`config.mk`:
```
export PLATFORM = sky130hd
export DESIGN_NAME = gbg_back
export DESIGN_NICKNAME = d
export VERILOG_FILES = /design/src/rtl/core/gbg_pkg.sv /design/src/rtl/core/gbg_back.sv
export SDC_FILE = /design/constraint.sdc
export NUM_CORES = 2
export LEC_CHECK = 0
export BUFFER_PORTS_ARGS = -buffer_cell sky130_fd_sc_hd__buf_2
export CAP_MARGIN = 15
export CORE_AREA = 10 10 344 346
export CTS_CLUSTER_DIAMETER = 40
export CTS_CLUSTER_SIZE = 12
export DETAILED_ROUTE_END_ITERATION = 10
export DIE_AREA = 0 0 354 356
export PLACE_DENSITY_LB_ADDON = 0.12
export SETUP_SLACK_MARGIN = 0.15
export SYNTH_ARGS = -nofsm -noshare
export SYNTH_HDL_FRONTEND = slang
export SYNTH_SLANG_ARGS = --single-unit
```
`constraint.sdc`:
```
create_clock -name i_clk -period 32 [get_ports i_clk]
set_input_delay 6.4 -clock i_clk [delete_from_list [all_inputs] [get_ports i_clk]]
set_output_delay 6.4 -clock i_clk [all_outputs]
set_load 0.01 [all_outputs]
```
`src/rtl/core/gbg_pkg.sv`:
```
// ----------------------------------------------------------------------------
// gbg_pkg
// Types, constants and the coefficient table shared by the 5x5 gray blur.
// ----------------------------------------------------------------------------
package gbg_pkg;

    localparam int KERNEL_SIZE = 5;
    localparam int HALF_K      = KERNEL_SIZE / 2;
    localparam int COEF_BITS   = 16;
    localparam int LANE_W      = $clog2(KERNEL_SIZE);

    localparam int PIX_W   = 8;
    localparam int ROW_W   = 12;
    localparam int OCOL_W  = 10;
    localparam int OROW_W  = 12;
    localparam int CFGW_W  = 11;
    localparam int CFGH_W  = 13;
    localparam int CFGD_W  = 13;
    localparam int CMP_W   = 13;
    localparam int MAX_ROWS = 4096;

    localparam int ACC_W   = COEF_BITS + PIX_W + 1;

    localparam int Q_DEPTH = 4;
    localparam int QPTR_W  = $clog2(Q_DEPTH);
    localparam int QCNT_W  = $clog2(Q_DEPTH + 1);

    // Configuration register indexes.
    localparam logic CFG_IMAGE_WIDTH  = 1'b0;
    localparam logic CFG_IMAGE_HEIGHT = 1'b1;

    typedef logic [KERNEL_SIZE-1:0][PIX_W-1:0] t_col;

    typedef struct packed {
        logic [CFGW_W-1:0] width;
        logic [CFGH_W-1:0] height;
    } t_frame_cfg;

    // One word per accepted pixel: the gray column ending at this pixel,
    // oldest row first, and what the back end needs if a result is due.
    typedef struct packed {
        t_col              col;
        logic              emit;
        logic [OCOL_W-1:0] ccol;
        logic [OROW_W-1:0] crow;
        logic              last;
    } t_qword;

    typedef struct packed {
        logic              not_empty;
        logic [QCNT_W-1:0] count;
    } t_q_status;

    // Normalized sigma-1 Gaussian weights in Q0.16, by squared distance.
    function automatic logic [COEF_BITS-1:0] coef(input int di, input int dj);
        int d2;
        d2 = (di - HALF_K) * (di - HALF_K) + (dj - HALF_K) * (dj - HALF_K);
        case (d2)
            0:       coef = COEF_BITS'(10624);
            1:       coef = COEF_BITS'(6444);
            2:       coef = COEF_BITS'(3908);
            4:       coef = COEF_BITS'(1438);
            5:       coef = COEF_BITS'(872);
            8:       coef = COEF_BITS'(195);
            default: coef = '0;
        endcase
    endfunction

endpackage

```
`src/rtl/core/gbg_back.sv`:
```
// ----------------------------------------------------------------------------
// gbg_back
// Shifts column words into the 5x5 window, forms the weighted sum in two
// registered steps and holds the result in the output register.
// ----------------------------------------------------------------------------
module gbg_back
    import gbg_pkg::*;
(
    input  logic              i_clk,
    input  logic              i_rst_n,
    input  t_qword            i_head,
    input  t_q_status         i_q_stat,
    output logic              o_pop,
    output logic              o_res_valid,
    input  logic              i_res_ready,
    output logic [PIX_W-1:0]  o_gray_out,
    output logic [OCOL_W-1:0] o_center_column,
    output logic [OROW_W-1:0] o_center_row,
    output logic              o_frame_last
);

    localparam int HI_W = ACC_W - COEF_BITS;

    t_col              r_win [KERNEL_SIZE];
    logic              r_b1_valid;
    logic [OCOL_W-1:0] r_b1_ccol;
    logic [OROW_W-1:0] r_b1_crow;
    logic              r_b1_last;

    logic              r_b2_valid;
    logic [ACC_W-1:0]  r_b2_part [KERNEL_SIZE];
    logic [OCOL_W-1:0] r_b2_ccol;
    logic [OROW_W-1:0] r_b2_crow;
    logic              r_b2_last;

    logic              r_out_valid;
    logic [PIX_W-1:0]  r_out_gray;
    logic [OCOL_W-1:0] r_out_ccol;
    logic [OROW_W-1:0] r_out_crow;
    logic              r_out_last;

    logic              s_adv_out;
    logic              s_adv_b2;
    logic              s_adv_b1;
    logic              s_b1_to_b2;
    logic              s_b2_to_out;
    logic [ACC_W-1:0]  n_part [KERNEL_SIZE];
    logic [ACC_W-1:0]  s_sum;
    logic [HI_W-1:0]   s_hi;
    logic [PIX_W-1:0]  n_gray;

    assign s_adv_out   = !r_out_valid || i_res_ready;
    assign s_adv_b2    = !r_b2_valid || s_adv_out;
    assign s_adv_b1    = !r_b1_valid || s_adv_b2;
    assign s_b1_to_b2  = r_b1_valid && s_adv_b2;
    assign s_b2_to_out = r_b2_valid && s_adv_out;
    assign o_pop       = i_q_stat.not_empty && s_adv_b1;

    // Every word shifts the window; only words that complete an interior
    // window carry a result forward.
    always_ff @(posedge i_clk) begin
        if (!i_rst_n) begin
            r_b1_valid  <= 1'b0;
            r_b2_valid  <= 1'b0;
            r_out_valid <= 1'b0;
        end else begin
            if (o_pop) begin
                r_b1_valid <= i_head.emit;
            end else if (s_b1_to_b2) begin
                r_b1_valid <= 1'b0;
            end
            if (s_adv_b2) begin
                r_b2_valid <= r_b1_valid;
            end
            if (s_adv_out) begin
                r_out_valid <= r_b2_valid;
            end
        end
    end

    always_comb begin
        for (int di = 0; di < KERNEL_SIZE; di++) begin
            n_part[di] = '0;
            for (int dj = 0; dj < KERNEL_SIZE; dj++) begin
                n_part[di] = n_part[di] + ACC_W'(coef(di, dj)) * ACC_W'(r_win[dj][di]);
            end
        end
    end

    always_comb begin
        s_sum = '0;
        for (int di = 0; di < KERNEL_SIZE; di++) begin
            s_sum = s_sum + r_b2_part[di];
        end
        s_hi   = s_sum[ACC_W-1:COEF_BITS];
        n_gray = (s_hi > HI_W'(255)) ? PIX_W'(255) : s_hi[PIX_W-1:0];
    end

    always_ff @(posedge i_clk) begin
        if (o_pop) begin
            for (int dj = 0; dj < KERNEL_SIZE - 1; dj++) begin
                r_win[dj] <= r_win[dj+1];
            end
            r_win[KERNEL_SIZE-1] <= i_head.col;
            r_b1_ccol            <= i_head.ccol;
            r_b1_crow            <= i_head.crow;
            r_b1_last            <= i_head.last;
        end
        if (s_b1_to_b2) begin
            r_b2_part <= n_part;
            r_b2_ccol <= r_b1_ccol;
            r_b2_crow <= r_b1_crow;
            r_b2_last <= r_b1_last;
        end
        if (s_b2_to_out) begin
            r_out_gray <= n_gray;
            r_out_ccol <= r_b2_ccol;
            r_out_crow <= r_b2_crow;
            r_out_last <= r_b2_last;
        end
    end

    assign o_res_valid     = r_out_valid;
    assign o_gray_out      = r_out_gray;
    assign o_center_column = r_out_ccol;
    assign o_center_row    = r_out_crow;
    assign o_frame_last    = r_out_last;

endmodule

```
# [Word level (Yosys, flattened, before mapping)]
# Memory sizes are Yosys's and may differ from the RTL's.
# Index checks and enable logic that the tools add are counted.
# Widths: inputs -> output; s select.
[op_classes] add_sub_neg=24 n_mul=25 n_lt_le_gt_ge=1 n_mux=4 reduce_logical=10
[ops] op="$mul 10x8->18 const A" n=8
[ops] op="$mul 7x8->15 const A" n=9
[ops] op="$add 25x25->25" n=4
[ops] op="$mul 11x8->19 const A" n=4
[ops] op="$mul 8x8->16 const A" n=4
[ops] op="$add 23x18->24" n=2
[ops] op="$add 22x20->23" n=2
[ops] op="$add 21x16->22" n=2
[ops] op="$add 21x21->22" n=2
[ops] op="$add 18x20->21" n=2
[ops] op="$add 20x18->21" n=2
[ops] op="$add 19x19->20" n=2
[ops] op="$add 16x18->19" n=2
[ops] op="$add 24x19->25" n=1
[ops] op="$add 23x21->24" n=1
[ops] op="$add 22x22->23" n=1
[ops] op="$add 19x21->22" n=1
[ops] op="$gt 9x8->1 const B" n=1
[ops] op="$mux 1" n=4
[ops] op="$logic_and 1x1->1" n=3
[ops] op="$logic_not 1->1" n=3
[ops] op="$logic_or 1x1->1" n=3
[ops] op="$reduce_bool 2->1" n=1
[word_totals] register_bits=205 ramBits=200 input_bits=71 mem_count=1
[mem_list] name="r_win" words=5 width=40 rd=5 rd_clocked_by_memory_dff=0 wr=5 line="gbg_back.sv:24" rtl="t_col r_win [KERNEL_SIZE];"

# [Logic depth before layout (Yosys ltp)]
[logic_depth] depth_word=7 depth_mapped=32 ltp_nobuf=32

# [Least setup slack after synthesis]
# Ideal clock, no wire load.
[synth_timing] path_type="input -> output" startpoint="in i_res_ready" endpoint="out o_pop" t_arrival_ps=22908 path_slack_ps=2692 stages=3 path_cell_list="nor2b_1 > and2_1 > a21boi_0"
[synth_between] elab_chain_len=4
[synth_rtl] element="from (decl)" line="gbg_back.sv:15" rtl="input logic i_res_ready,"
[synth_rtl] element="$logic_or 1x1->1" line="gbg_back.sv:52" rtl="assign s_adv_out = !r_out_valid || i_res_ready;"
[synth_rtl] element="$logic_or 1x1->1" line="gbg_back.sv:53" rtl="assign s_adv_b2 = !r_b2_valid || s_adv_out;"
[synth_rtl] element="$logic_or 1x1->1" line="gbg_back.sv:54" rtl="assign s_adv_b1 = !r_b1_valid || s_adv_b2;"
[synth_rtl] element="$logic_and 1x1->1" line="gbg_back.sv:57" rtl="assign o_pop = i_q_stat.not_empty && s_adv_b1;"
[synth_rtl] element="to (decl)" line="gbg_back.sv:13" rtl="output logic o_pop,"
# Every way passes these cells.

# [Worst setup path after layout]
# Same ends and word-level chain as after synthesis.

==> flow_summary.json <==
{
  "postCtsHoldBufs": 0,
  "antenna_found_initial": 1,
  "grt_pass1_vias": 37100,
  "syn-mean-instance-area_um2": 10.8,
  "min_path_cells": 0,
  "syn-cell-area_mm2": 0.0552,
  "final_cell_area_mm2": 0.0606,
  "path_cells": "buf_2, nor2b_1, and2_1, a21boi_4, buf_2",
  "ys_types": 77,
  "grt_max_degree": 68,
  "synth_fp_nets": 7074,
  "critPathLaunchType": "primary input",
  "maxCapViolCount": 0,
  "wl_um": 117000,
  "tightest_slew_ps": 1090,
  "hold_viol_final": 0,
  "mostFrequentLayoutCell": "inv_1",
  "grt-ovfl-total": 0,
  "wire_per_inst_um": 17.0,
  "firstDrtPassIters": 5,
  "setup_viol": 0,
  "diodes": 0,
  "critPathMaxStageDelay_ps": 340,
  "ys_ff_latch": 389,
  "clkLatencyLatePin_ps": 680,
  "critPathArrivalTime_ps": 7450,
  "cts_buffer_depth": 3,
  "worst_path_dominant_cell_family": "simple AND/OR/NAND/NOR gates",
  "cpMaxStageDelayCell": "and2_1",
  "vias": 34900,
  "place_area_mm2": 0.0577,
  "grt_setup_unrepaired": "false",
  "rows": 123,
  "cts_tree": "yes",
  "cts.clk_slew.worst_paths_ps": 50,
  "max_freq_mhz": 72.2,
  "crit-reg2reg-launch": "r_win[0][117]",
  "finalNetCount": 7267,
  "die_w_um": 354,
  "first_iter_violations": 1485,
  "num_io_pins": 104,
  "cts_resized": 0,
  "slew_viol_final": 0,
  "grt_pass1_wl_um": 195000,
  "ys_seq_area_share_pct": 21.1,
  "worst-path-max-fanout": 4,
  "vias_per_cell": 5.07,
  "drc_errors": 0,
  "yosys_warnings": 0,
  "gp_congestion": 0.859,
  "cp.required_ps": 25600,
  "drive_gt1_share_pct": 5.72,
  "netlist_instances": 5121,
  "portBuffers": 100,
  "async_flop_share_pct": 0,
  "cp-end-kind": "output pin",
  "place_ws_ps": 18140,
  "numCtsBuffers": 84,
  "core_mm2": 0.112,
  "final_cell_mix": "1231 x inv_1, 1208 x ha_1, 674 x fa_1",
  "setup_ws_ps": 18150,
  "fin_util_pct": 54.3,
  "root_buffer": "clkbuf_16",
  "clock-sinks": 389,
  "rr_endpoint": "r_b2_part[20]",
  "die_y_um": 356,
  "synth_top_flop_cell": "edfxtp_1",
  "grtUsageTotal_pct": 19.3,
  "crit_buf_inv": 2,
  "r2r.worst_path.cells": 29,
  "holdPathEnd": "o_center_row[4]",
  "hp-start": "r_b2_crow[4]",
  "status": "finished clean",
  "crit_top_cell": "buf_2",
  "die_area_mm2": 0.126,
  "worstSetupPathType": "in -> out",
  "r2r_setup_slack_ps": 23180,
  "hold_path.class": "reg -> reg",
  "areaGrowthSynthToFinish_pct": 9.67,
  "synth-edff-count": 386,
  "cts_setup_buffers": 0,
  "relSlewSlack_pct": 26.9,
  "fin_crit_ps": 13850,
  "ant_nets": 0,
  "dp_hpwl_um": 100000,
  "clock_skew_ps": 28.5,
  "htree_levels": 3,
  "start_util_pct": 49.5,
  "fin_crit_sh_pct": 43.3,
  "tns_ps": 0
}
[stage by stage]
stage | hold slack, ps | instances
after floorplan | 400 | 5121
after global routing | 411 | 6885
after CTS | 405 | 6885
final | 405 | 6885
after global placement | 400 | 6728
after detailed placement | 405 | 6728
[layout make-up]
type | instances | area, um2
timing repair buffer | 107 | 553
clock buffer | 91 | 2150
tap | 1500 | 1880
sequential | 389 | 11700
inverter | 1231 | 4620
multi-input combinational | 3501 | 39000
clock inverter | 66 | 737
fill | 10000 | 51000
[state kept, by name, indices dropped and copies added, names as in the netlist]
| name | cells |
|---|---|
| r_b2_part | 109 |
| r_b1_ccol | 10 |
| r_b1_valid | 1 |
| o_center_row | 12 |
| r_b2_crow | 12 |
| r_b1_last | 1 |
| o_gray_out | 8 |
| o_center_column | 10 |
| r_win | 200 |
| r_b2_ccol | 10 |
| r_b2_valid | 1 |
| o_res_valid | 1 |
| r_b1_crow | 12 |
| o_frame_last | 1 |
| r_b2_last | 1 |
[routing by layer]
layer / vias to the layer above / GRT usage [%] / routed length, um
met2: 373 / 32.5 / 54800
li1: 17400 / - / -
met3: 160 / 2.49 / 3040
met1: 17000 / 26.2 / 56000
met5: - / 0 / 0
met4: 0 / 5.35 / 3140
[synthesized netlist by cell type (18+ instances only)]
cell type | number | area [um2]
o211ai_1 | 18 | 135
a31oi_1 | 19 | 119
fa_1 | 674 | 13500
or2_2 | 24 | 150
nor2_1 | 157 | 589
and3_1 | 31 | 194
o21a_1 | 39 | 293
and2_1 | 20 | 125
nand2_1 | 130 | 488
a21oi_1 | 185 | 926
edfxtp_1 | 386 | 11600
nand3_1 | 58 | 290
nor3_1 | 86 | 430
xnor2_1 | 200 | 1750
o21bai_1 | 30 | 225
nor2b_1 | 56 | 350
o21ai_0 | 111 | 556
a21o_1 | 75 | 563
ha_1 | 1208 | 15100
a211oi_1 | 18 | 135
inv_1 | 1231 | 4620
nand2b_1 | 42 | 263
xor2_1 | 115 | 1010
[cells by family (layout without fill, tap and decap cells)]
logic type                 after synthesis  in the layout  share of synthesized area, %
adders and majority gates             1882           1882                          51.8
buffers and inverters                 1231           1495                          8.37
and+or+nand+nor                        654            654                          5.90
AOI/OAI and AO/OA                      642            642                          7.70
DFF                                    389            389                          21.1
xor gates and xnor gates               315            315                          5.00
muxes                                    8              8                         0.147
[worst max-delay path by stage]
| stage | start | end | slack [ps] | cells after the start |
|---|---|---|---|---|
| detailed placement | i_res_ready | o_pop | 18140 | 5 |
| finish | i_res_ready | o_pop | 18150 | 5 |
| floorplan | i_res_ready | o_pop | 2690 | 3 |
| global route | i_res_ready | o_pop | 18100 | 5 |
| global placement | i_res_ready | o_pop | 18180 | 5 |
| CTS | i_res_ready | o_pop | 18150 | 5 |
Power is not shown: default switching activity piles up to over one toggle a cycle in this logic, so the estimate is an artifact.
