$ cat config.mk
export PLATFORM = sky130hd
export DESIGN_NAME = gbg_queue
export DESIGN_NICKNAME = d
export VERILOG_FILES = /design/src/rtl/core/gbg_pkg.sv /design/src/rtl/core/gbg_queue.sv
export SDC_FILE = /design/constraint.sdc
export NUM_CORES = 1
export LEC_CHECK = 0
export BUFFER_PORTS_ARGS = -buffer_cell sky130_fd_sc_hd__buf_2
export CAP_MARGIN = 20
export CORE_UTILIZATION = 55
export DETAILED_ROUTE_END_ITERATION = 8
export PLACE_DENSITY = 0.77
export SLEW_MARGIN = 25
export SYNTH_ARGS = -nofsm -noshare
export SYNTH_HDL_FRONTEND = slang
export SYNTH_SLANG_ARGS = --single-unit
$ cat constraint.sdc
create_clock -name i_clk -period 2.91 [get_ports i_clk]
set_input_delay 0.582 -clock i_clk [delete_from_list [all_inputs] [get_ports i_clk]]
set_output_delay 0.582 -clock i_clk [all_outputs]
set_load 0.005 [all_outputs]
$ cat src/rtl/core/gbg_pkg.sv
// ----------------------------------------------------------------------------
// gbg_pkg
// Types, constants and the coefficient table shared by the 5x5 gray blur.
// ----------------------------------------------------------------------------
package gbg_pkg;

    localparam int KERNEL_SIZE = 5;
    localparam int HALF_K      = KERNEL_SIZE / 2;
    localparam int COEF_BITS   = 16;
    localparam int LANE_W      = $clog2(KERNEL_SIZE);

    localparam int PIX_W   = 8;
    localparam int ROW_W   = 12;
    localparam int OCOL_W  = 10;
    localparam int OROW_W  = 12;
    localparam int CFGW_W  = 11;
    localparam int CFGH_W  = 13;
    localparam int CFGD_W  = 13;
    localparam int CMP_W   = 13;
    localparam int MAX_ROWS = 4096;

    localparam int ACC_W   = COEF_BITS + PIX_W + 1;

    localparam int Q_DEPTH = 4;
    localparam int QPTR_W  = $clog2(Q_DEPTH);
    localparam int QCNT_W  = $clog2(Q_DEPTH + 1);

    // Configuration register indexes.
    localparam logic CFG_IMAGE_WIDTH  = 1'b0;
    localparam logic CFG_IMAGE_HEIGHT = 1'b1;

    typedef logic [KERNEL_SIZE-1:0][PIX_W-1:0] t_col;

    typedef struct packed {
        logic [CFGW_W-1:0] width;
        logic [CFGH_W-1:0] height;
    } t_frame_cfg;

    // One word per accepted pixel: the gray column ending at this pixel,
    // oldest row first, and what the back end needs if a result is due.
    typedef struct packed {
        t_col              col;
        logic              emit;
        logic [OCOL_W-1:0] ccol;
        logic [OROW_W-1:0] crow;
        logic              last;
    } t_qword;

    typedef struct packed {
        logic              not_empty;
        logic [QCNT_W-1:0] count;
    } t_q_status;

    // Normalized sigma-1 Gaussian weights in Q0.16, by squared distance.
    function automatic logic [COEF_BITS-1:0] coef(input int di, input int dj);
        int d2;
        d2 = (di - HALF_K) * (di - HALF_K) + (dj - HALF_K) * (dj - HALF_K);
        case (d2)
            0:       coef = COEF_BITS'(10624);
            1:       coef = COEF_BITS'(6444);
            2:       coef = COEF_BITS'(3908);
            4:       coef = COEF_BITS'(1438);
            5:       coef = COEF_BITS'(872);
            8:       coef = COEF_BITS'(195);
            default: coef = '0;
        endcase
    endfunction

endpackage

$ cat src/rtl/core/gbg_queue.sv
// ----------------------------------------------------------------------------
// gbg_queue
// Short first-in first-out queue of column words between front and back.
// ----------------------------------------------------------------------------
module gbg_queue
    import gbg_pkg::*;
(
    input  logic      i_clk,
    input  logic      i_rst_n,
    input  logic      i_push,
    input  t_qword    i_push_word,
    input  logic      i_pop,
    output t_qword    o_head,
    output t_q_status o_stat
);

    t_qword            r_slot [Q_DEPTH];
    logic [QPTR_W-1:0] r_wr_ptr;
    logic [QPTR_W-1:0] r_rd_ptr;
    logic [QCNT_W-1:0] r_count;

    always_ff @(posedge i_clk) begin
        if (!i_rst_n) begin
            r_wr_ptr <= '0;
            r_rd_ptr <= '0;
            r_count  <= '0;
        end else begin
            if (i_push) begin
                r_wr_ptr <= r_wr_ptr + QPTR_W'(1);
            end
            if (i_pop) begin
                r_rd_ptr <= r_rd_ptr + QPTR_W'(1);
            end
            if (i_push && !i_pop) begin
                r_count <= r_count + QCNT_W'(1);
            end else if (!i_push && i_pop) begin
                r_count <= r_count - QCNT_W'(1);
            end
        end
    end

    always_ff @(posedge i_clk) begin
        if (i_push) begin
            r_slot[r_wr_ptr] <= i_push_word;
        end
    end

    assign o_head           = r_slot[r_rd_ptr];
    assign o_stat.not_empty = r_count != '0;
    assign o_stat.count     = r_count;

endmodule

Word level (Yosys, flattened, before mapping). Memories as Yosys holds them, arrays and structs flattened. A register that Yosys moved wholly into a read port is not among the register bits. Cells that the tools add are included.

Add/subtract/negate cells: 4. Multiplexer cells: 6. Reductions and logical operators: 6.

Operators with widths (count): $mux 3 (2); $add 2x1->2 const B (2); $mux 2 (2); $add 3x1->3 const B (1); $reduce_bool 3->1 (1); $sub 3x1->3 const B (1); $logic_and 1x1->1 (2); $logic_not 1->1 (2); $mux 1 (2); $reduce_bool 2->1 (1).

Register bits after elaboration: 7. Bits in writable memories: 256. Output and inout bits: 68. Logic and storage cells: 20. Memories: 1.

Memories: r_slot (words 4, bits a word 64, rd ports 1, clocked after memory_dff 1, wr ports 1, RTL line gbg_queue.sv:17) `t_qword r_slot [Q_DEPTH];`.

Logic depth before layout (Yosys ltp). Gate-level depths: netlist of the first run.

Depth in word-level cells: 4. Depth in mapped cells: 7.

Worst setup path after synthesis of the first run. Ideal clock, no wire load.

Kind: input -> register. Start: in i_push. End: mem r_slot[0][0] (netlist name) (enable). Library setup time: 429 ps. Arrival time: 2089 ps. Data required time: 2481 ps. Slack: 393 ps. Stages: 1. Path buffers: 0. Cell sequence: and2_1.

Word-level cells in the longest chain between the ends: 2.

RTL lines: start, declared (RTL line gbg_queue.sv:10) `input logic i_push,`; $mux 1 (RTL line gbg_queue.sv:43) `if (i_push) begin`; $mux 1 (implied by the code) (RTL line gbg_queue.sv:44) `r_slot[r_wr_ptr] <= i_push_word;`; end, declared (RTL line gbg_queue.sv:17).

No other way between the ends.

==> results of run 1 <==
[power breakdown]
part | total, mW | internal, mW | switching [mW]
registers | 4.46 | 4.38 | 0.0780
logic | 0.737 | 0.388 | 0.348
clock network | 3.11 | 1.82 | 1.30
total | 8.31 | 6.59 | 1.72
[metrics by stage]
stage               utilization [%]  std cells
CTS                            66.8        783
floorplan                         -        376
finish                         66.8        783
detailed placement             62.1        737
global placement               62.1        737
global route                   66.8        783
[synthesized netlist by cell type]
cell	count
edfxtp_1	256
mux4_2	60
and2_1	9
dfxtp_1	9
buf_12	6
buf_2	6
ha_1	5
inv_1	4
mux4_1	4
xor2_1	3
mux2i_1	2
nor2b_1	2
or3_1	2
xnor2_1	2
a21boi_0	1
buf_6	1
clkbuf_2	1
fa_1	1
nand2_1	1
o21ai_0	1
[sequential cells by signal, indices dropped and copies added, names as in the netlist, named ones only]
name	cells
r_slot	256
r_wr_ptr	2
r_rd_ptr	2
r_count	3
[worst register-to-register path, stage by stage (launching register included)]
cell and delay (ps):
dfxtp_1 350, inv_1 90, ha_1 140, and2_4 530, buf_4 320
[path summary, 6_finish.rpt]
kind | to | slack, ps | cells past startpoint
hold reg to reg | r_count[2]$_SDFFE_PN0P_ | 510 | 2
setup reg to reg | r_slot[0][36]$_DFFE_PP_ | 1180 | 4
setup / recovery | o_head[13] | 180 | 3
hold / removal | r_slot[0][32]$_DFFE_PP_ | 280 | 1
[routing by layer]
metal  up-vias  share of wire (%)  GRT usage, %
li1       1936                  -             -
met1      2219                 41          25.1
met2       147                 51          32.9
met3        28                5.8          3.44
met4         2                1.8          5.12
met5         -              0.078             0
[area by class of cell]
cell class,instances,area share [%]
Clock inverter,14,1.11
Tap cell,225,2.44
Timing Repair Buffer,150,7.48
Inverter,4,0.130
Multi-Input combinational cell,93,14.8
Sequential cell,265,68.2
Clock buffer,32,5.83
[cells by family after synthesis]
kind of cell,synth area share [%]
buffers and inverters,1.86
DFF,80.7
and+or+nand+nor,0.873
xor gates and xnor gates,0.449
muxes,15.1
adders and majority gates,0.847
AOI/OAI and AO/OA,0.128
==> flow_summary.yaml, run 1 <==
placed_design:
  dpl.hpwl_mm: 10.5
  place.gp.congestion: 0.703
  dpl_cell_area_um2: 10700
  port_buffers: 135
  dp_slack_ps: 659
cells_and_area:
  final_common_cell: "edfxtp_1"
  syn2layout_area_growth_pct: 18.4
  drive_gt1_share_pct: 44.8
  antennaDiodeCount: 0
  nFillCells: 1112
  multi_input_area_um2: 1710
  regArea_um2: 7880
  fin_area_um2: 11500
  layout.nets: 614
  most-common-layout-cells: "256 x edfxtp_1, 135 x buf_2, 60 x mux4_2, 26 x clkbuf_16, 9 x buf_4"
sta:
  slew_viol_final: 0
  setup_viol: 0
  final.period_utilization_pct: 93.8
  rsz0062_at_grt: "false"
  finClkSkew_ps: 9.84
  timing.fmax_mhz: 366
  final.min_clock_period_ps: 2730
  hold_viol: 0
  worst_pin_slew_ps: 654
  fin_tns_setup_ps: 0
  holdWs_ps: 277
  relSlewSlack_pct: 56.4
  fin_ws_ps: 181
logic_synthesis:
  ys_seq_area_share_pct: 80.7
  synth_fp_nets: 450
  syn_avg_cell_area_um2: 25.9
  ys_seq_elements: 265
  synthesis.area_um2: 9750
  synth_top_area_share_pct: 78.9
  synth_top_cells_by_area: "edfxtp_1 79%, mux4_2 14%, dfxtp_1 1.8%, buf_12 1.2%, mux4_1 1.1%"
  synth_top_cell_by_area: "edfxtp_1"
  ys_warn_count: 0
  synthCells: 376
  yosysUniqueCellTypes: 20
worst_setup_path:
  arrival_ps: 2150
  max_stage_delay_ps: 640
  cpMaxStageDelayCell: "dfxtp_4"
  worstSetupPathType: "reg -> out"
  path_cells: "buf_4 -> mux4_2 -> buf_2"
  critPathTopFamily: "flip-flops"
  worstPathMaxFanout: 23
  start_kind: "flip-flop"
  critPathCaptureType: "primary output"
  reg2reg_from: "r_wr_ptr[0]$_SDFFE_PN0P_"
  crit_buf_inv: 2
  required_ps: 2330
drt:
  ant_nets: 0
  viasPerCell: 5.53
  firstDrtPassIters: 4
  routed_wl_mm: 16.7
  drtIter0Drc: 258
  drc_errors: 0
  wl_per_cell_um: 21.4
  vias: 4332
worst_hold_path:
  hp-start: "i_push_word[32]"
  hold_path_class: "in -> reg"
floorplanning:
  core_um2: 17300
  initial_utilization_pct: 56.4
  die_h_um: 135
  boundaryPins: 136
  rows: 48
  die_area_um2: 18300
  die_w_um: 135
clock_network:
  clk_transition_reported_paths_ps: 60
  cts_resized: 0
  htreeDepth: 1
  cts_sinks: 265
  cts_setup_buffers: 0
  clock_latency_ps: 520
  numCtsBuffers: 26
  hold_buffers: 0
  cts_root_buf: "clkbuf_16"
  cts_tree: "built"
  clockBufferDepth: 3
power_and_ir_drop:
  powerDensity_nw_per_um2: 719
  p_total_mw: 8.31
  ir_drop_mv: 0.550
  power.leakage_nw: 3.95
grt:
  grt_pass1_wl_mm: 25.7
  grt_pass1_vias: 4635
  grt_overflow_total: 0
  grt_max_degree: 41
  grtUsageTotal_pct: 19.0
  antenna_found_initial: 1
outcome:
  status: "completed"
flow_run:
  max_cap_violations: 0
(Power assumes the default switching activity.)
==> run 2: changes to the inputs <==
--- a/config.mk
+++ b/config.mk
@@ -7,9 +7,9 @@
 export LEC_CHECK = 0
 export BUFFER_PORTS_ARGS = -buffer_cell sky130_fd_sc_hd__buf_2
 export CAP_MARGIN = 20
-export CORE_UTILIZATION = 55
+export CORE_UTILIZATION = 57
 export DETAILED_ROUTE_END_ITERATION = 8
-export PLACE_DENSITY = 0.77
+export PLACE_DENSITY = 0.79
 export SLEW_MARGIN = 25
 export SYNTH_ARGS = -nofsm -noshare
 export SYNTH_HDL_FRONTEND = slang
==> flow_summary.yaml, run 2 (synthesis gave the netlist of run 1 again) <==
outcome:
  status: "completed"
drt:
  routed_wl_mm: 17.6
  ant_nets: 0
  drtIter0Drc: 259
  viasPerCell: 5.71
  drc_errors: 0
  vias: 4423
  firstDrtPassIters: 4
  wl_per_cell_um: 22.8
sta:
  hold_viol: 0
  rsz0062_at_grt: "false"
  fin_tns_setup_ps: 0
  relSlewSlack_pct: 64.3
  final.period_utilization_pct: 93.8
  finClkSkew_ps: 19.4
  setup_viol: 0
  worst_pin_slew_ps: 536
  final.min_clock_period_ps: 2730
  slew_viol_final: 0
  timing.fmax_mhz: 366
worst_hold_path:
  hold_path_class: "in -> reg"
worst_setup_path:
  worstSetupPathType: "reg -> out"
  critPathCaptureType: "primary output"
  arrival_ps: 2150
  required_ps: 2330
  start_kind: "flip-flop"
  worstPathMaxFanout: 17
floorplanning:
  boundaryPins: 136
  die_w_um: 133
  die_area_um2: 17600
  core_um2: 16600
  die_h_um: 133
  rows: 47
  initial_utilization_pct: 58.6
grt:
  grt_pass1_wl_mm: 27.1
  antenna_found_initial: 2
  grt_util_met2_pct: 35.7
  use_met3_pct: 4.25
  grtUsageTotal_pct: 20.7
  grt_pass1_vias: 4853
  grt_overflow_total: 0
  busiest_layer: "met2"
  grt_max_degree: 37
  use_met1_pct: 27.2
cells_and_area:
  final_common_cell: "edfxtp_1"
  syn2layout_area_growth_pct: 18.5
  largest_reg_flops: 256
  fin_area_um2: 11600
  final_util_pct: 69.4
  top_register: "r_slot"
  reg_top3: "r_slot (256), r_count (3)"
  nFillCells: 1002
  layout.nets: 608
  drive_gt1_share_pct: 44.3
  most-common-layout-cells: "256 x edfxtp_1, 135 x buf_2, 60 x mux4_2, 27 x clkbuf_16, 7 x dfxtp_1"
clock_network:
  cts_tree: "built"
  numCtsBuffers: 26
  cts_resized: 0
  cts_setup_buffers: 0
  clk_transition_reported_paths_ps: 60
  cts_sinks: 265
  clock_latency_ps: 520
  htreeDepth: 1
  cts_root_buf: "clkbuf_16"
  clockBufferDepth: 3
  hold_buffers: 0
placed_design:
  dpl_cell_area_um2: 10700
  dpl.hpwl_mm: 10.7
  port_buffers: 135
  place.gp.congestion: 0.742
power_and_ir_drop:
  power.leakage_nw: 3.95
  ir_drop_mv: 0.528
  powerDensity_nw_per_um2: 740
flow_run:
  max_cap_violations: 0
-- run 2: final timing paths --
kind                       startpoint                 endpoint  slack, ps  depth (start not counted)
min reg2reg   r_count[2]$_SDFFE_PN0P_  r_count[2]$_SDFFE_PN0P_        520                          2
max                         flip-flop               o_head[17]        180                          3
max reg2reg  r_wr_ptr[0]$_SDFFE_PN0P_  r_slot[3][57]$_DFFE_PP_       1200                          3
min                   i_push_word[23]  r_slot[0][23]$_DFFE_PP_        270                          1
-- run 2: cell type report --
class	count	area, µm²	share of cell area, %
Antenna cell	1	2.50	0.0217
Clock buffer	33	698	6.04
Clock inverter	14	163	1.41
Inverter	4	15.0	0.130
Multi-Input combinational cell	93	1710	14.8
Sequential cell	265	7880	68.1
Tap cell	220	275	2.38
Timing Repair Buffer	144	818	7.08
-- run 2: critical path, stage by stage, from the launching register on --
cell and delay [ps]:
dfxtp_4 530, buf_4 390, mux4_2 570, buf_2 150
-- run 2: routing by layer --
metal / part of all wire (%) / wire length [µm]
met2: 53 / 9290
met4: 1.3 / 236
met3: 6.1 / 1070
met5: 0.15 / 27
met1: 40 / 7010
-- run 2: power breakdown --
| group | internal (mW) | total (mW) | switching [mW] | leakage [nW] |
|---|---|---|---|---|
| combinational | 0.380 | 0.734 | 0.354 | 1.10 |
| clock | 2.04 | 3.36 | 1.32 | 0.421 |
| sequential | 4.38 | 4.46 | 0.0769 | 2.43 |
-- run 2: per-stage QoR --
| step | std cells | power [mW] | setup WS (ps) | hold WS, ps |
|---|---|---|---|---|
| 3_3_place_gp | 726 | 5.25 | 677 | 483 |
| 4_1_cts | 773 | 8.61 | 125 | 257 |
| 6_report | 774 | 8.55 | 179 | 275 |
| 2_1_floorplan | 376 | 4.96 | 393 | 488 |
| 5_1_grt | 773 | 8.82 | 53.9 | 257 |
| 3_5_place_dp | 726 | 5.28 | 678 | 503 |
==> run 3: changes to the inputs <==
--- a/config.mk
+++ b/config.mk
@@ -10,6 +10,7 @@
 export CORE_UTILIZATION = 57
 export DETAILED_ROUTE_END_ITERATION = 8
 export PLACE_DENSITY = 0.79
+export REMOVE_ABC_BUFFERS = 1
 export SLEW_MARGIN = 25
 export SYNTH_ARGS = -nofsm -noshare
 export SYNTH_HDL_FRONTEND = slang
==> flow_summary.yaml, run 3 (synthesis gave the netlist of run 1 again) <==
grt:
  antenna_found_initial: 1
  grt_util_met2_pct: 33.3
  use_met3_pct: 3.87
  grt_max_degree: 41
  grt_pass1_wl_mm: 25.8
  grtUsageTotal_pct: 19.6
  grt_pass1_vias: 4612
  busiest_layer: "met2"
  use_met1_pct: 26.0
  grt_overflow_total: 0
flow_run:
  max_cap_violations: 0
cells_and_area:
  final_cells: 781
  nFillCells: 1028
  most-common-layout-cells: "256 x edfxtp_1, 135 x buf_2, 60 x mux4_2, 27 x clkbuf_16, 10 x clkinv_1"
  reg_top3: "r_slot (256), r_count (3)"
  regArea_um2: 7880
  final_common_cell: "edfxtp_1"
  layout.nets: 614
  syn2layout_area_growth_pct: 19.4
  drive_gt1_share_pct: 45.0
  largest_reg_flops: 256
  multi_input_area_um2: 1710
  top_register: "r_slot"
  final_util_pct: 69.9
worst_setup_path:
  path_cells: "buf_4 -> mux4_2 -> buf_2"
  crit_buf_inv: 2
  critPathTopFamily: "flip-flops"
  reg2reg_slack_ps: 1150
  cp_num_cells: 3
  cpMaxStageDelayCell: "dfxtp_4"
  worstPathMaxFanout: 18
  arrival_ps: 2140
  critPathCaptureType: "primary output"
  start_kind: "flip-flop"
  required_ps: 2330
  r2r_end: "r_slot[0][42]$_DFFE_PP_"
  worst_r2r_path_depth: 4
  max_stage_delay_ps: 590
  worstSetupPathType: "reg -> out"
  reg2reg_from: "r_wr_ptr[0]$_SDFFE_PN0P_"
drt:
  firstDrtPassIters: 6
  vias: 4385
  wl_per_cell_um: 21.5
  drc_errors: 0
  routed_wl_mm: 16.8
  ant_nets: 0
  viasPerCell: 5.61
  drtIter0Drc: 278
power_and_ir_drop:
  pwr-share-clk_pct: 39.6
  comb_power_share_pct: 8.5
  power.leakage_nw: 4.00
  ir_drop_mv: 0.655
  p_switching_mw: 1.72
  swShare_pct: 20.0
  powerDensity_nw_per_um2: 740
  pwr-share-seq_pct: 51.9
  internal_power_mw: 6.89
sta:
  finClkSkew_ps: 11.0
  timing.fmax_mhz: 368
  final.min_clock_period_ps: 2720
  setup_viol: 0
  hold_viol: 0
  relSlewSlack_pct: 58.7
  holdWs_ps: 282
  final.period_utilization_pct: 93.4
  worst_pin_slew_ps: 619
  slew_viol_final: 0
  rsz0062_at_grt: "false"
clock_network:
  clockBufferDepth: 3
  numCtsBuffers: 26
  htreeDepth: 1
  cts_root_buf: "clkbuf_16"
  cts_resized: 0
  cts_tree: "built"
  cts_setup_buffers: 0
  clk_transition_reported_paths_ps: 60
  clock_latency_ps: 510
  hold_buffers: 0
  cts_sinks: 265
floorplanning:
  die_w_um: 133
  boundaryPins: 136
  core_um2: 16600
  rows: 47
  initial_utilization_pct: 58.6
  die_area_um2: 17600
  die_h_um: 133
worst_hold_path:
  hp-start: "i_push_word[57]"
  whs_endpoint: "r_slot[1][57]$_DFFE_PP_"
  hold_path_class: "in -> reg"
  hold_depth: 1
placed_design:
  place.gp.congestion: 0.697
  port_buffers: 135
  dp.cells: 732
  dpl.hpwl_mm: 10.2
outcome:
  status: "completed"
-- run 3: cell types whose count changed in the layout (fill, tap and decap cells not counted), sizes merged --
cell and delta:
bufinv +1, buf +6, clkinv +4, clkbuf -4
-- run 3: final cells by class --
| class | instances | share of cell area (%) |
|---|---|---|
| repair buffers | 150 | 7.42 |
| inverters | 4 | 0.129 |
| clock buffers | 29 | 5.87 |
| flip-flops and latches | 265 | 67.7 |
| multi-input cells | 93 | 14.7 |
| diodes | 1 | 0.0215 |
| clock inverters | 19 | 1.82 |
| well taps | 220 | 2.37 |
-- run 3: how the worst max path moves through the flow --
stage,slack (ps),to
floorplan,-1060,o_head[53]
finish,190,o_head[28]
global route,70,o_head[28]
global placement,690,o_head[39]
CTS,130,o_head[28]
detailed placement,670,o_head[28]
-- run 3: power by group through the flow --
stage               sequential, mW  combinational (mW)  clock [mW]
finish                        4.47               0.733        3.41
floorplan                     4.56               0.368           0
global placement              4.53               0.725           0
detailed placement            4.55               0.743           0
CTS                           4.47               0.751        3.49
global route                  4.48               0.793        3.62
-- run 3: through the flow --
step | setup slack [ps] | setup TNS [ps] | instance area, µm² | power (mW)
floorplan | -1060 | -64960 | 9580 | 4.93
global route | 68.5 | 0 | 11600 | 8.90
detailed placement | 673 | 0 | 10700 | 5.29
finish | 192 | 0 | 11600 | 8.61
CTS | 129 | 0 | 11600 | 8.71
global placement | 689 | 0 | 10700 | 5.26
-- run 3: metal layers --
metal  up-vias  part of all wire [%]  wire length, µm
li1       1938                     -                -
met1      2261                    40             6770
met2       163                    52             8680
met3        23                   6.3             1060
met4         0                   1.5              244
met5         -                     0                0
-- run 3: worst reg2reg max path: cells and delay by family (launching register included) --
family,cells,cell delay (ps)
adder cells (fa/ha/maj),1,150
buffers and inverters,2,440
flip-flops,1,350
AND/OR/NAND/NOR,1,530
